`src/dqe_pkg.sv`:
```
package dqe_pkg;

  localparam logic [5:0] MAX_LABEL = 6'd63;
  localparam logic [8:0] MAX_NAME  = 9'd255;
  localparam logic [7:0] DOT_CHAR  = 8'h2E;

  localparam logic [1:0] ERR_NONE  = 2'd0;
  localparam logic [1:0] ERR_LABEL = 2'd1;
  localparam logic [1:0] ERR_NAME  = 2'd2;

  localparam int FIFO_DEPTH = 4;
  localparam int FIFO_AW    = $clog2(FIFO_DEPTH);

  // Write record of one character: up to three byte writes, all with one error code.
  typedef struct packed {
    logic       ch_valid;
    logic [8:0] ch_addr;
    logic [7:0] ch_byte;
    logic       len_valid;
    logic [8:0] len_addr;
    logic [5:0] len_byte;
    logic       term_valid;
    logic [8:0] term_addr;
    logic [1:0] err;
  } rec_t;

  typedef struct packed {
    logic push;
    rec_t data;
  } push_t;

  typedef struct packed {
    logic full;
    logic empty;
    rec_t head;
  } fifo_stat_t;

endpackage

```
`src/dns_qname_label_encoder_core.sv`:
```
// A byte write is held in a record queue entry, then in the output register.
// Throughput: one character per cycle unless stalled; a final character makes up to three write beats,
//   one per cycle from the output register while out_stall is low, absorbed by a 4-entry record queue.
// Input stall rises only while that queue is full.
// Reset (rst, synchronous, active high) clears label state, queue pointers and out_valid.
module dns_qname_label_encoder_core (
  input  logic       clk,
  input  logic       rst,
  input  logic       in_valid,
  output logic       in_stall,
  input  logic [7:0] name_char,
  input  logic       is_final,
  output logic       out_valid,
  input  logic       out_stall,
  output logic [8:0] write_addr,
  output logic [7:0] write_byte,
  output logic       name_done,
  output logic [8:0] encoded_size,
  output logic [1:0] name_error
);
  import dqe_pkg::*;

  push_t      push_bus;
  fifo_stat_t stat;
  logic       pop;

  // Front: accept characters, track label and name counters, build one write record each beat.
  dqe_front u_front (
    .clk       (clk),
    .rst       (rst),
    .in_valid  (in_valid),
    .name_char (name_char),
    .is_final  (is_final),
    .full      (stat.full),
    .in_stall  (in_stall),
    .push_out  (push_bus)
  );

  // Queue: decouple the per-character front from the per-write back end.
  dqe_fifo u_fifo (
    .clk     (clk),
    .rst     (rst),
    .push_in (push_bus),
    .pop     (pop),
    .stat    (stat)
  );

  // Back: split each record into its write beats and hold them in the output register.
  dqe_back u_back (
    .clk          (clk),
    .rst          (rst),
    .stat         (stat),
    .pop          (pop),
    .out_valid    (out_valid),
    .out_stall    (out_stall),
    .write_addr   (write_addr),
    .write_byte   (write_byte),
    .name_done    (name_done),
    .encoded_size (encoded_size),
    .name_error   (name_error)
  );

endmodule

```
`src/dqe_front.sv`:
```
module dqe_front (
  input  logic              clk,
  input  logic              rst,
  input  logic              in_valid,
  input  logic [7:0]        name_char,
  input  logic              is_final,
  input  logic              full,
  output logic              in_stall,
  output dqe_pkg::push_t    push_out
);
  import dqe_pkg::*;

  logic [8:0] label_start;
  logic [5:0] label_count;
  logic [8:0] name_length;
  logic [1:0] error_code;

  logic [8:0] label_start_next;
  logic [5:0] label_count_next;
  logic [8:0] name_length_next;
  logic [1:0] error_code_next;

  logic       take;
  logic       accepted;
  logic       is_dot;
  logic       ch_emit;
  logic       len_emit;
  logic [1:0] err1;
  logic [1:0] err2;
  logic [5:0] ll1;
  logic [8:0] ls1;
  rec_t       rec;

  assign in_stall = full;
  assign take     = in_valid && !full;

  always_comb begin
    accepted = name_length < MAX_NAME;
    is_dot   = name_char == DOT_CHAR;
    err1     = accepted ? error_code : ERR_NAME;
    ch_emit  = accepted && !is_dot && (label_count < MAX_LABEL);
    if (accepted && !is_dot && !(label_count < MAX_LABEL) && err1 == ERR_NONE) begin
      err2 = ERR_LABEL;
    end else begin
      err2 = err1;
    end
    ll1      = label_count + {5'd0, ch_emit};
    len_emit = ((accepted && is_dot) || is_final) && (ll1 != 6'd0);
    ls1      = len_emit ? (label_start + {3'd0, ll1} + 9'd1) : label_start;

    rec.ch_valid   = ch_emit;
    rec.ch_addr    = label_start + 9'd1 + {3'd0, label_count};
    rec.ch_byte    = name_char;
    rec.len_valid  = len_emit;
    rec.len_addr   = label_start;
    rec.len_byte   = ll1;
    rec.term_valid = is_final;
    rec.term_addr  = ls1;
    rec.err        = err2;

    if (is_final) begin
      label_start_next = 9'd0;
      label_count_next = 6'd0;
      name_length_next = 9'd0;
      error_code_next  = ERR_NONE;
    end else begin
      label_start_next = ls1;
      label_count_next = len_emit ? 6'd0 : ll1;
      name_length_next = accepted ? (name_length + 9'd1) : name_length;
      error_code_next  = err2;
    end
  end

  // Drop records that carry no write.
  assign push_out.push = take && (rec.ch_valid || rec.len_valid || rec.term_valid);
  assign push_out.data = rec;

  always_ff @(posedge clk) begin
    if (rst) begin
      label_start <= 9'd0;
      label_count <= 6'd0;
      name_length <= 9'd0;
      error_code  <= ERR_NONE;
    end else if (take) begin
      label_start <= label_start_next;
      label_count <= label_count_next;
      name_length <= name_length_next;
      error_code  <= error_code_next;
    end
  end

endmodule

```
`src/dqe_fifo.sv`:
```
module dqe_fifo (
  input  logic                clk,
  input  logic                rst,
  input  dqe_pkg::push_t      push_in,
  input  logic                pop,
  output dqe_pkg::fifo_stat_t stat
);
  import dqe_pkg::*;

  rec_t               entries [FIFO_DEPTH];
  logic [FIFO_AW-1:0] wr_ptr;
  logic [FIFO_AW-1:0] rd_ptr;
  logic [FIFO_AW:0]   count;
  logic               do_pop;

  assign stat.full  = count == (FIFO_AW+1)'(FIFO_DEPTH);
  assign stat.empty = count == '0;
  assign stat.head  = entries[rd_ptr];
  assign do_pop     = pop && !stat.empty;

  always_ff @(posedge clk) begin
    if (push_in.push) begin
      entries[wr_ptr] <= push_in.data;
    end
  end

  always_ff @(posedge clk) begin
    if (rst) begin
      wr_ptr <= '0;
      rd_ptr <= '0;
      count  <= '0;
    end else begin
      if (push_in.push) begin
        wr_ptr <= wr_ptr + 1'b1;
      end
      if (do_pop) begin
        rd_ptr <= rd_ptr + 1'b1;
      end
      count <= count + (FIFO_AW+1)'(push_in.push) - (FIFO_AW+1)'(do_pop);
    end
  end

  assert property (@(posedge clk) disable iff (rst) push_in.push |-> !stat.full)
    else $error("dqe_fifo: push while full");
  assert property (@(posedge clk) disable iff (rst) pop |-> !stat.empty)
    else $error("dqe_fifo: pop while empty");
  assert property (@(posedge clk) disable iff (rst) count <= (FIFO_AW+1)'(FIFO_DEPTH))
    else $error("dqe_fifo: count past depth");

endmodule

```
`src/dqe_back.sv`:
```
module dqe_back (
  input  logic                clk,
  input  logic                rst,
  input  dqe_pkg::fifo_stat_t stat,
  output logic                pop,
  output logic                out_valid,
  input  logic                out_stall,
  output logic [8:0]          write_addr,
  output logic [7:0]          write_byte,
  output logic                name_done,
  output logic [8:0]          encoded_size,
  output logic [1:0]          name_error
);
  import dqe_pkg::*;

  logic [2:0] sent;
  logic [2:0] rem;
  logic [2:0] sel;
  logic       load;
  logic       last;
  rec_t       h;

  assign h    = stat.head;
  assign load = !out_valid || !out_stall;
  assign rem  = {h.term_valid, h.len_valid, h.ch_valid} & ~sent;

  always_comb begin
    sel  = {rem[2] && !rem[1] && !rem[0], rem[1] && !rem[0], rem[0]};
    last = (rem & ~sel) == 3'd0;
  end

  assign pop = !stat.empty && load && last;

  always_ff @(posedge clk) begin
    if (rst) begin
      out_valid <= 1'b0;
      sent      <= 3'd0;
    end else if (load) begin
      out_valid <= !stat.empty;
      if (!stat.empty) begin
        sent <= last ? 3'd0 : (sent | sel);
      end
    end
  end

  // Payload: character write, then length byte, then terminator.
  always_ff @(posedge clk) begin
    if (load && !stat.empty) begin
      name_error <= h.err;
      if (sel[0]) begin
        write_addr   <= h.ch_addr;
        write_byte   <= h.ch_byte;
        name_done    <= 1'b0;
        encoded_size <= 9'd0;
      end else if (sel[1]) begin
        write_addr   <= h.len_addr;
        write_byte   <= {2'd0, h.len_byte};
        name_done    <= 1'b0;
        encoded_size <= 9'd0;
      end else begin
        write_addr   <= h.term_addr;
        write_byte   <= 8'd0;
        name_done    <= 1'b1;
        encoded_size <= h.term_addr + 9'd1;
      end
    end
  end

  assert property (@(posedge clk) disable iff (rst)
    (out_valid && name_done) |->
      (write_byte == 8'd0 && encoded_size == write_addr + 9'd1))
    else $error("dqe_back: terminator beat malformed");
  assert property (@(posedge clk) disable iff (rst)
    (out_valid && !name_done) |-> encoded_size == 9'd0)
    else $error("dqe_back: size on non-terminator beat");
  assert property (@(posedge clk) disable iff (rst) stat.empty |-> sent == 3'd0)
    else $error("dqe_back: stale progress with empty queue");

endmodule
```
`config.mk`:
```
export PLATFORM = sky130hd
export DESIGN_NAME = dns_qname_label_encoder_core
export DESIGN_NICKNAME = d
export VERILOG_FILES = /design/src/dqe_pkg.sv /design/src/dns_qname_label_encoder_core.sv /design/src/dqe_front.sv /design/src/dqe_fifo.sv /design/src/dqe_back.sv
export SDC_FILE = /design/constraint.sdc
export NUM_CORES = 1
export LEC_CHECK = 0
export BUFFER_PORTS_ARGS = -buffer_cell sky130_fd_sc_hd__buf_2
export CAP_MARGIN = 20
export CORE_UTILIZATION = 51
export DETAILED_ROUTE_END_ITERATION = 7
export PLACE_DENSITY = 0.8
export SLEW_MARGIN = 20
export SYNTH_ARGS = -nofsm -noshare
export SYNTH_HDL_FRONTEND = slang
export SYNTH_SLANG_ARGS = --single-unit
```
`constraint.sdc`:
```
create_clock -name clk -period 5.71 [get_ports clk]
set_input_delay 0.2855 -clock clk [delete_from_list [all_inputs] [get_ports clk]]
set_output_delay 0.2855 -clock clk [all_outputs]
set_load 0.02 [all_outputs]
```
==> out/qor.txt, run 1 <==
Core area = 20,200 um2
Number of global-route vias before repair = 6,105
Row cnt = 52
Fillcell total = 1,472
FMAX = 198 MHz
Clock skew = 0.0178 ns
Total power per unit cell area = 442 nW/um2
Sequential fraction of the synthesis area = 0.683
Crit. End Element = register
Starting Density = 0.519
Slew margin rel. = 0.440
Ports = 44
Final Hold Fails = 0
Clk buf depth = 3
Post-CTS setup buffers = 0
Fin Setup TNS = 0 ns
CTS tree = done
Initial antenna violation count = 0
Post-synthesis xor/xnor area fraction = 0.0234
Clock Latency Late Sink = 0.52 ns
Largest net degree at the start of global routing = 47
Commonest non-fill, non-tap cells in the layout = 213 x edfxtp_1, 54 x nor2_1, 46 x mux4_2, 43 x buf_2, 37 x dfxtp_1
H-tree lvl count = 1
Pleak = 4.18 nW
Die Y-Extent = 146 um
Final setup fails = 0
Clock Sinks = 252
Final Cycle Share = 0.884
Ratio of cells with drive above 1 in the final layout = 0.213
CTS clk-pin slew, worst paths = 0.06 ns
DR pass1 iterations = 5
Max Transition Viols Final = 0
EDFF count, synth = 213
Port buffer count = 43
Synth Instances = 647
Critical path cell sequence = dlygate4sd3_1 -> buf_2 -> nand4b_1 -> nor4_1 -> buf_4 -> a31o_2 -> nor2_1 -> ha_1 -> ha_1 -> xor2_1 -> a2111o_1 -> or4_1 -> a31o_4 -> inv_1 -> ha_1 -> inv_1 -> ha_1 -> inv_1 -> fa_1 -> xor2_1 -> xnor2_1 -> nor2_1
CP max FO = 7
Syn Std Cell Area = 10,500 um2
CTS root buf = clkbuf_16
DRT iter0 DRCs = 536
Syn_nets = 685
Crit path required time = 6.09 ns
Synthesis Warnings = 0
Worst path slowest cell = or4_1
Post-CTS Resized = 0
Most frequent CP cell = ha_1
CP Launch Type = input port
Drt wl/cell = 21.1 um
Max incr delay on CP = 0.61 ns
Die area = 21,200 um2
Placer Congestion = 0.890
WL final = 21,000 um
Synth Area in Adders = 0.0329
Largest family of logic cells by synthesized area = multiplexers
Finished Layout Cells = 999
DP HPWL = 13,300 um
Peak supply drop = 0.183 mV
Max-Cap Viols = 0
Area Growth Syn to Fin = 13.2%
Crit path arrival time = 5.43 ns
Flops & latches, synth = 252
Routed Antenna Nets = 0
Final nets = 749
DRC Markers = 0
Vias per cell = 5.89
Worst setup path class = input port to register
First-pass GRT wire length = 33,300 um
Placed Instances = 946
Worst Tran Pin Value = 0.839 ns
Synth Flop Type = edfxtp_1
Grt ovf = 0
Synth Area in Compound Gates = 0.0596
RSZ-0062 raised after global routing = false
Min-delay worst type = input port to register
Synth async-reset ratio = 0
Total CTS buffers = 25
Synth unique cells = 60
Via count = 5,880
Final min period = 5.05 ns
Status = completed
Antenna diode count = 0
Tot GR Track Use = 0.205
Die W = 146 um
Multiplexer area fraction after synthesis = 0.115
Most common cell after layout, fill and taps aside = edfxtp_1
Mapped Avg Cell Area = 16.2 um2
Post-synthesis simple-gate area fraction = 0.0678
-- area by class of cell --
type	count	area, um2	share of cell area
flip-flops and latches	252	7180	0.604
well taps	270	338	0.0284
repair buffers	61	370	0.0312
multi-input cells	351	3150	0.265
clock buffers	38	704	0.0593
clock inverters	7	66.3	0.00558
inverters	20	75.1	0.00632
-- report_power, final --
part	internal [mW]	total [mW]	switching [mW]	leakage [nW]
Combinational	0.451	1.20	0.754	1.48
Clock	0.895	1.54	0.646	0.376
Sequential	2.39	2.51	0.117	2.33
-- worst max-delay path: cells and delay by family --
family | cells | cell delay [ns]
AOI/OAI and AO/OA | 3 | 0.88
xor gates and xnor gates | 3 | 0.55
adders and majority gates | 5 | 1.23
buffers and inverters | 6 | 1.06
and+or+nand+nor | 5 | 1.42
-- cell usage after synthesis (all sizes together), types with 12 or more instances --
master / count / area [um2]
a21oi: 15 / 75.1
buf: 12 / 71.3
mux4: 46 / 1040
inv: 20 / 75.1
clkbuf: 12 / 45.0
edfxtp: 213 / 6400
ha: 22 / 275
xnor2: 16 / 140
nor2: 54 / 203
nand2: 30 / 113
dfxtp: 39 / 781
xor2: 12 / 105
o21ai: 24 / 124
-- per-stage QoR --
step                      power, mW  utilization  setup slack [ns]  area, um2  hold WS [ns]
final                          5.25        0.587             0.663      11900        0.0604
after global routing           5.47        0.587             0.394      11900        0.0712
after CTS                      5.30        0.587             0.688      11900        0.0443
after detailed placement       3.76        0.545             0.799      11000         0.482
after global placement         3.71        0.545             0.888      11000         0.478
after floorplan                3.35            -              1.57      10500         0.384
-- worst paths after layout --
check	start	end	slack [ns]	depth (start not counted)
worst max-delay path	name_char[0]	u_fifo.count[2]	0.66	22
worst min-delay path	out_stall	u_back.out_valid	0.06	3
worst max register to register	u_front.label_count[2]	u_fifo.count[2]	1.09	18
worst min register to register	u_back.sent[2]	u_back.sent[2]	0.50	1
-- flip-flops by register name (all words and copies together) (netlist names), named ones only --
signal / count
u_back.encoded_size: 9
u_back.name_done: 1
u_back.name_error: 2
u_back.out_valid: 1
u_back.sent: 3
u_back.write_addr: 9
u_back.write_byte: 8
u_fifo.count: 3
u_fifo.entries: 184
u_fifo.rd_ptr: 2
u_fifo.wr_ptr: 2
u_front.error_code: 2
u_front.label_count: 6
u_front.label_start: 9
u_front.name_length: 9
-- timing repair --
action | 4_1_cts | 5_1_grt
hold buffers | 8 | 0
setup endpoints to repair | 0 | 0
endpoints found under the hold margin | 32 | 0
-- cell families after synthesis --
logic type,after synthesis
buf+inv,44
simple gates,147
mux,62
flops,252
fa+ha+maj,26
compound gates,88
xor+xnor,28
-- metal layers --
layer	global-route usage	share of wire	vias up
li1	-	-	2631
met4	0.0547	0.019	0
met5	0	0	-
met3	0.0304	0.061	30
met1	0.270	0.41	2975
met2	0.357	0.51	244
Power figures use the tool's default switching activity.
==> inputs of run 2 (changes only) <==
Clock period 5.71 ns to 6.1 ns, I/O delays scaled along.
==> out/qor.txt, run 2 (synthesis gave the netlist of run 1 again) <==
Row cnt = 52 (unchanged)
Peak supply drop = 0.179 mV (-1.8%)
Slew margin rel. = 0.516 (+0.0759)
Crit path max-delay family = adder cells
Area Growth Syn to Fin = 13.3% (about the same)
RSZ-0062 raised after global routing = false
Clk buf depth = 3 (unchanged)
Die Y-Extent = 146 um (unchanged)
CTS Hold Bufs = 0 (-8)
Crit path depth = 18 (-18%)
CP Launch Type = register
Clock skew = 0.0126 ns (-0.00517 ns)
Port buffer count = 43 (unchanged)
CP bufs+invs = 3 (-3)
Sw Pwr = 1.46 mW (-3.6%)
Status = completed
DP HPWL = 12,900 um (-3.2%)
Max incr delay on CP = 0.60 ns (about the same)
Via count = 5,896 (+0.27%)
Routed Antenna Nets = 0 (unchanged)
Fin Setup TNS = 0 ns (unchanged)
Worst Tran Pin Value = 0.725 ns (-0.114 ns)
Antenna diode count = 0 (unchanged)
Critical path destination = u_fifo.count[2]
Most common cell after layout, fill and taps aside = edfxtp_1
Final Cycle Share = 0.747
Total power per unit cell area = 427 nW/um2 (-3.4%)
Number of global-route vias before repair = 6,170 (+1.1%)
Commonest non-fill, non-tap cells in the layout = 213 x edfxtp_1, 54 x nor2_1, 46 x mux4_2, 43 x buf_2, 37 x dfxtp_1
Sequential Power Share = 0.462 (-0.015)
Top reg by flops = u_fifo.entries
Multi-input gate area = 3150 um2 (unchanged)
Worst setup path class = register to register
Pleak = 4.19 nW (+0.22%)
Final core utilization = 0.588 (about the same)
Max Transition Viols Final = 0 (unchanged)
Part of the power in combinational logic = 0.224 (-0.005)
Worst Hold Slack = 0.0191 ns (-0.0413 ns)
Net Sw Frac = 0.288 (-0.000924)
Clock Sinks = 252 (unchanged)
Placed Instances = 946 (unchanged)
Max reg flops = 184 (unchanged)
Total CTS buffers = 26 (+4.0%)
Worst reg-to-reg path cell count = 18 (unchanged)
Tot GR Track Use = 0.205 (+0.000638)
Crit. End Element = register
H-tree lvl count = 1 (unchanged)
Largest net degree at the start of global routing = 47 (unchanged)
Int Pwr = 3.62 mW (-3.1%)
Final nets = 742 (-0.93%)
DR pass1 iterations = 5 (unchanged)
Drt wl/cell = 21.6 um (+2.4%)
Post-CTS setup buffers = 0 (unchanged)
Fillcell total = 1,457 (-1.0%)
Worst r2r src = u_front.name_length[4]
DRC Markers = 0 (unchanged)
Final Hold Fails = 0 (unchanged)
Clock power frac = 0.313 (+0.020)
Min-delay worst type = input port to register
Ports = 44 (unchanged)
Ratio of cells with drive above 1 in the final layout = 0.217 (+0.00453)
DRT iter0 DRCs = 474 (-12%)
Initial antenna violation count = 0 (unchanged)
FMAX = 219 MHz
CTS root buf = clkbuf_16
Final setup fails = 0 (unchanged)
Placed inst area = 11,000 um2 (unchanged)
Placer Congestion = 0.860 (-3.4%)
Clock Latency Late Sink = 0.52 ns (about the same)
Post-CTS Resized = 0 (unchanged)
First-pass GRT wire length = 33,500 um (+0.81%)
Final Instance Area = 11,900 um2 (about the same)
Starting Density = 0.519 (unchanged)
Vias per cell = 5.94 (+0.88%)
Reg-to-Reg End = u_fifo.count[2]
Crit path required time = 6.48 ns (+0.39 ns)
CTS tree = done
Final min period = 4.56 ns
Most frequent CP cell = ha_1
Die W = 146 um (unchanged)
CP max FO = 7 (unchanged)
R2r setup slk = 1.54 ns (+0.45 ns)
CTS clk-pin slew, worst paths = 0.06 ns (about the same)
Grt ovf = 0 (unchanged)
Max-Cap Viols = 0 (unchanged)
Worst path slowest cell = or4_1
Die area = 21,200 um2 (unchanged)
CP Launch Point = u_front.name_length[4]
WL final = 21,400 um (+1.8%)
Finished Layout Cells = 993 (-0.60%)
Critical path cell sequence = and4_1 -> a31o_2 -> nor2_1 -> ha_1 -> ha_1 -> xor2_1 -> a2111o_1 -> or4_1 -> a31o_4 -> inv_1 -> ha_1 -> inv_1 -> ha_1 -> inv_1 -> fa_1 -> xor2_1 -> xnor2_1 -> nor2_1
Core area = 20,200 um2 (unchanged)
Storage cell area = 7180 um2 (unchanged)
Crit path arrival time = 4.94 ns (-0.49 ns)
-- run 2: cell types whose count changed in the layout (fill, tap and decap cells not counted), sizes merged --
cell	previous run	this run
clkbuf	38	37
clkinv	4	5
dlygate4sd3	8	0
bufinv	1	3
-- run 2: worst register-to-register path: stages (launching register included) --
cell      delay, ns
dfxtp_1        0.35
and4_1         0.24
a31o_2         0.27
nor2_1         0.27
ha_1           0.26
ha_1           0.22
xor2_1         0.17
a2111o_1       0.41
or4_1          0.60
a31o_4         0.33
inv_1          0.06
ha_1           0.22
inv_1          0.05
ha_1           0.13
inv_1          0.05
fa_1           0.37
xor2_1         0.16
xnor2_1        0.18
nor2_1         0.07
-- run 2: layer usage --
layer	vias to the layer above	track usage	wire length [um]
met2	254	0.358	10900
met1	2983	0.268	8580
met3	40	0.0288	1390
li1	2619	-	-
met5	-	0	0
met4	0	0.0637	508
-- run 2: area by class of cell --
| cell class | instances | share of cell area |
|---|---|---|
| flip-flops and latches | 252 | 0.604 |
| multi-input cells | 351 | 0.265 |
| clock buffers | 37 | 0.0616 |
| well taps | 270 | 0.0284 |
| repair buffers | 53 | 0.0244 |
| clock inverters | 10 | 0.0108 |
| inverters | 20 | 0.00631 |
-- run 2: worst min-delay path by stage --
stage	start	end	slack, ns	cells past startpoint
after floorplan	is_final	u_fifo.entries[0][11]	0.40	0
after global placement	u_back.sent[2]	u_back.sent[2]	0.48	1
after detailed placement	u_front.error_code[1]	u_front.error_code[1]	0.48	2
after CTS	name_char[2]	u_fifo.entries[3][30]	0.008	1
after global routing	name_char[5]	u_fifo.entries[2][33]	0.02	1
final	name_char[6]	u_fifo.entries[3][34]	0.02	1
-- run 2: power groups by stage --
stage               combinational (mW)  sequential [mW]  clock (mW)
detailed placement                1.14             2.38           0
floorplan                        0.664             2.47           0
global route                      1.22             2.38        1.66
finish                            1.14             2.35        1.59
CTS                               1.16             2.35        1.60
global placement                  1.12             2.36           0
-- run 2: metrics by stage --
step                worst slack, ns  power [mW]
global placement               1.32        3.48
finish                         1.54        5.08
detailed placement             1.14        3.53
global route                   1.28        5.27
CTS                            1.53        5.12
floorplan                      1.94        3.14
==> inputs of run 3 (changes only) <==
Clock period 6.1 ns to 4.45 ns, I/O delays scaled along.
==> out/qor.txt, run 3 (synthesis gave the netlist of run 1 again) <==
Status = completed
Hold Crit Start = is_final
Clock Latency Late Sink = 0.53 ns (about the same)
Crit path max-delay family = adder cells
Max reg flops = 184 (unchanged)
Clock Sinks = 252 (unchanged)
Die Y-Extent = 146 um (unchanged)
Crit path required time = 4.83 ns (-1.65 ns)
Initial antenna violation count = 0 (unchanged)
Core area = 20,200 um2 (unchanged)
Die W = 146 um (unchanged)
Max incr delay on CP = 0.52 ns (-0.08 ns)
Top reg by flops = u_fifo.entries
CTS clk-pin slew, worst paths = 0.06 ns (about the same)
Vias per cell = 5.93 (-0.20%)
CP Launch Type = input port
Post-CTS setup buffers = 0 (unchanged)
Most frequent CP cell = ha_1
Area Growth Syn to Fin = 15.5%
Final setup fails = 0 (unchanged)
Worst Hold Slack = 0.144 ns (+0.125 ns)
Final Cycle Share = 0.965
Worst Hold Endpoint = u_fifo.entries[3][11]
H-tree lvl count = 1 (unchanged)
Total CTS buffers = 25 (-3.8%)
Worst setup path class = input port to register
Placed Instances = 954 (+0.85%)
Max Transition Viols Final = 0 (unchanged)
Starting Density = 0.519 (unchanged)
Placer Congestion = 0.851 (-1.1%)
Hold path cells = 1 (unchanged)
FMAX = 233 MHz
Min-delay worst type = input port to register
DP HPWL = 13,900 um (+7.3%)
Fillcell total = 1,441 (-1.1%)
CP max FO = 5 (-2)
Worst reg-to-reg path cell count = 18 (unchanged)
Finished Layout Cells = 1,009 (+1.6%)
Row cnt = 52 (unchanged)
Die area = 21,200 um2 (unchanged)
DRC Markers = 0 (unchanged)
CTS tree = done
Largest net degree at the start of global routing = 47 (unchanged)
Crit path arrival time = 4.68 ns (-0.26 ns)
Final min period = 4.29 ns
Grt ovf = 0 (unchanged)
DRT iter0 DRCs = 445 (-6.1%)
Final Hold Fails = 0 (unchanged)
Slew margin rel. = 0.501 (-0.0158)
Total power per unit cell area = 577 nW/um2 (+35%)
Worst r2r src = u_front.label_count[1]
R2r setup slk = 0.30 ns (-1.24 ns)
Critical path cell sequence = dlygate4sd3_1 -> buf_2 -> nand2b_1 -> nor4_4 -> buf_4 -> a31o_2 -> nor2_1 -> ha_1 -> ha_1 -> xor2_1 -> a2111o_1 -> or4_1 -> a31o_4 -> inv_1 -> ha_1 -> inv_1 -> ha_1 -> inv_1 -> fa_1 -> xor2_1 -> xnor2_1 -> nor2_1
Via count = 5,979 (+1.4%)
Reg-to-Reg End = u_fifo.count[2]
Ports = 44 (unchanged)
Ratio of cells with drive above 1 in the final layout = 0.229 (+0.0115)
Antenna diode count = 0 (unchanged)
Drt wl/cell = 21.6 um (about the same)
First-pass GRT wire length = 34,000 um (+1.5%)
Commonest non-fill, non-tap cells in the layout = 213 x edfxtp_1, 54 x nor2_1, 46 x mux4_2, 43 x buf_2, 37 x dfxtp_1
Worst Tran Pin Value = 0.741 ns (+0.0159 ns)
Tot GR Track Use = 0.211 (+0.00573)
WL final = 21,800 um (+1.7%)
Clock skew = 0.0205 ns (+0.00784 ns)
Number of global-route vias before repair = 6,212 (+0.68%)
Pleak = 4.30 nW (+2.6%)
Peak supply drop = 0.278 mV (+55%)
Final nets = 758 (+2.2%)
CTS root buf = clkbuf_16
Most common cell after layout, fill and taps aside = edfxtp_1
Clk buf depth = 3 (unchanged)
Worst path slowest cell = dlygate4sd3_1
Max-Cap Viols = 0 (unchanged)
Port buffer count = 43 (unchanged)
CP bufs+invs = 6 (+3)
DR pass1 iterations = 5 (unchanged)
Crit. End Element = register
Routed Antenna Nets = 0 (unchanged)
[run 3: cell count changes in the layout (fill, tap and decap cells not counted)]
cell	delta
inv_6	-1
buf_12	+4
nor4_4	+1
inv_16	+1
clkbuf_1	-4
clkinv_2	-1
dlygate4sd3_1	+9
nor4_1	-1
clkbuf_16	-2
clkbuf_8	+6
buf_4	+4
[run 3: timing repair]
action                                  in CTS  in global routing
endpoints found under the setup margin       0                  1
hold buffers                                 9                  0
hold endpoints to repair                    33                  0
resized for setup                            0                  2
[run 3: per-stage QoR]
stage | worst slack [ns] | setup TNS [ns] | power [mW] | utilization | area [um2]
CTS | 0.0200 | 0 | 7.06 | 0.599 | 12100
floorplan | 0.370 | 0 | 4.30 | - | 10500
finish | 0.156 | 0 | 7.00 | 0.600 | 12100
global placement | -0.0107 | -0.0107 | 4.78 | 0.551 | 11100
detailed placement | -0.0794 | -0.0794 | 4.86 | 0.551 | 11100
global route | -0.0216 | -0.0216 | 7.27 | 0.600 | 12100
[run 3: worst max-delay path by stage]
stage	start	to	cells after the start
6_report	name_char[5]	u_fifo.count[2]	22
5_1_grt	name_char[5]	u_fifo.count[2]	22
4_1_cts	name_char[7]	u_fifo.count[2]	21
3_5_place_dp	name_char[0]	u_fifo.count[2]	21
3_3_place_gp	name_char[0]	u_fifo.count[2]	21
2_1_floorplan	name_char[4]	u_fifo.count[2]	20
[run 3: final cells by class]
class	count	area (um2)	share of cell area
repair buffers	70	490	0.0404
multi-input cells	351	3160	0.261
inverters	20	75.1	0.00619
well taps	270	338	0.0278
clock inverters	9	135	0.0111
flip-flops and latches	252	7180	0.592
clock buffers	37	751	0.0619
[run 3: report_power, final]
| group | internal (mW) | switching (mW) |
|---|---|---|
| logic | 0.602 | 0.986 |
| clock network | 1.34 | 0.850 |
| registers | 3.06 | 0.152 |
| total | 5.01 | 1.99 |
[run 3: metal layers]
metal | share of wire | vias up | global-route usage
met5 | 0 | - | 0
met4 | 0.031 | 0 | 0.0700
met3 | 0.064 | 48 | 0.0376
met2 | 0.51 | 248 | 0.369
met1 | 0.39 | 3027 | 0.267
li1 | - | 2656 | -
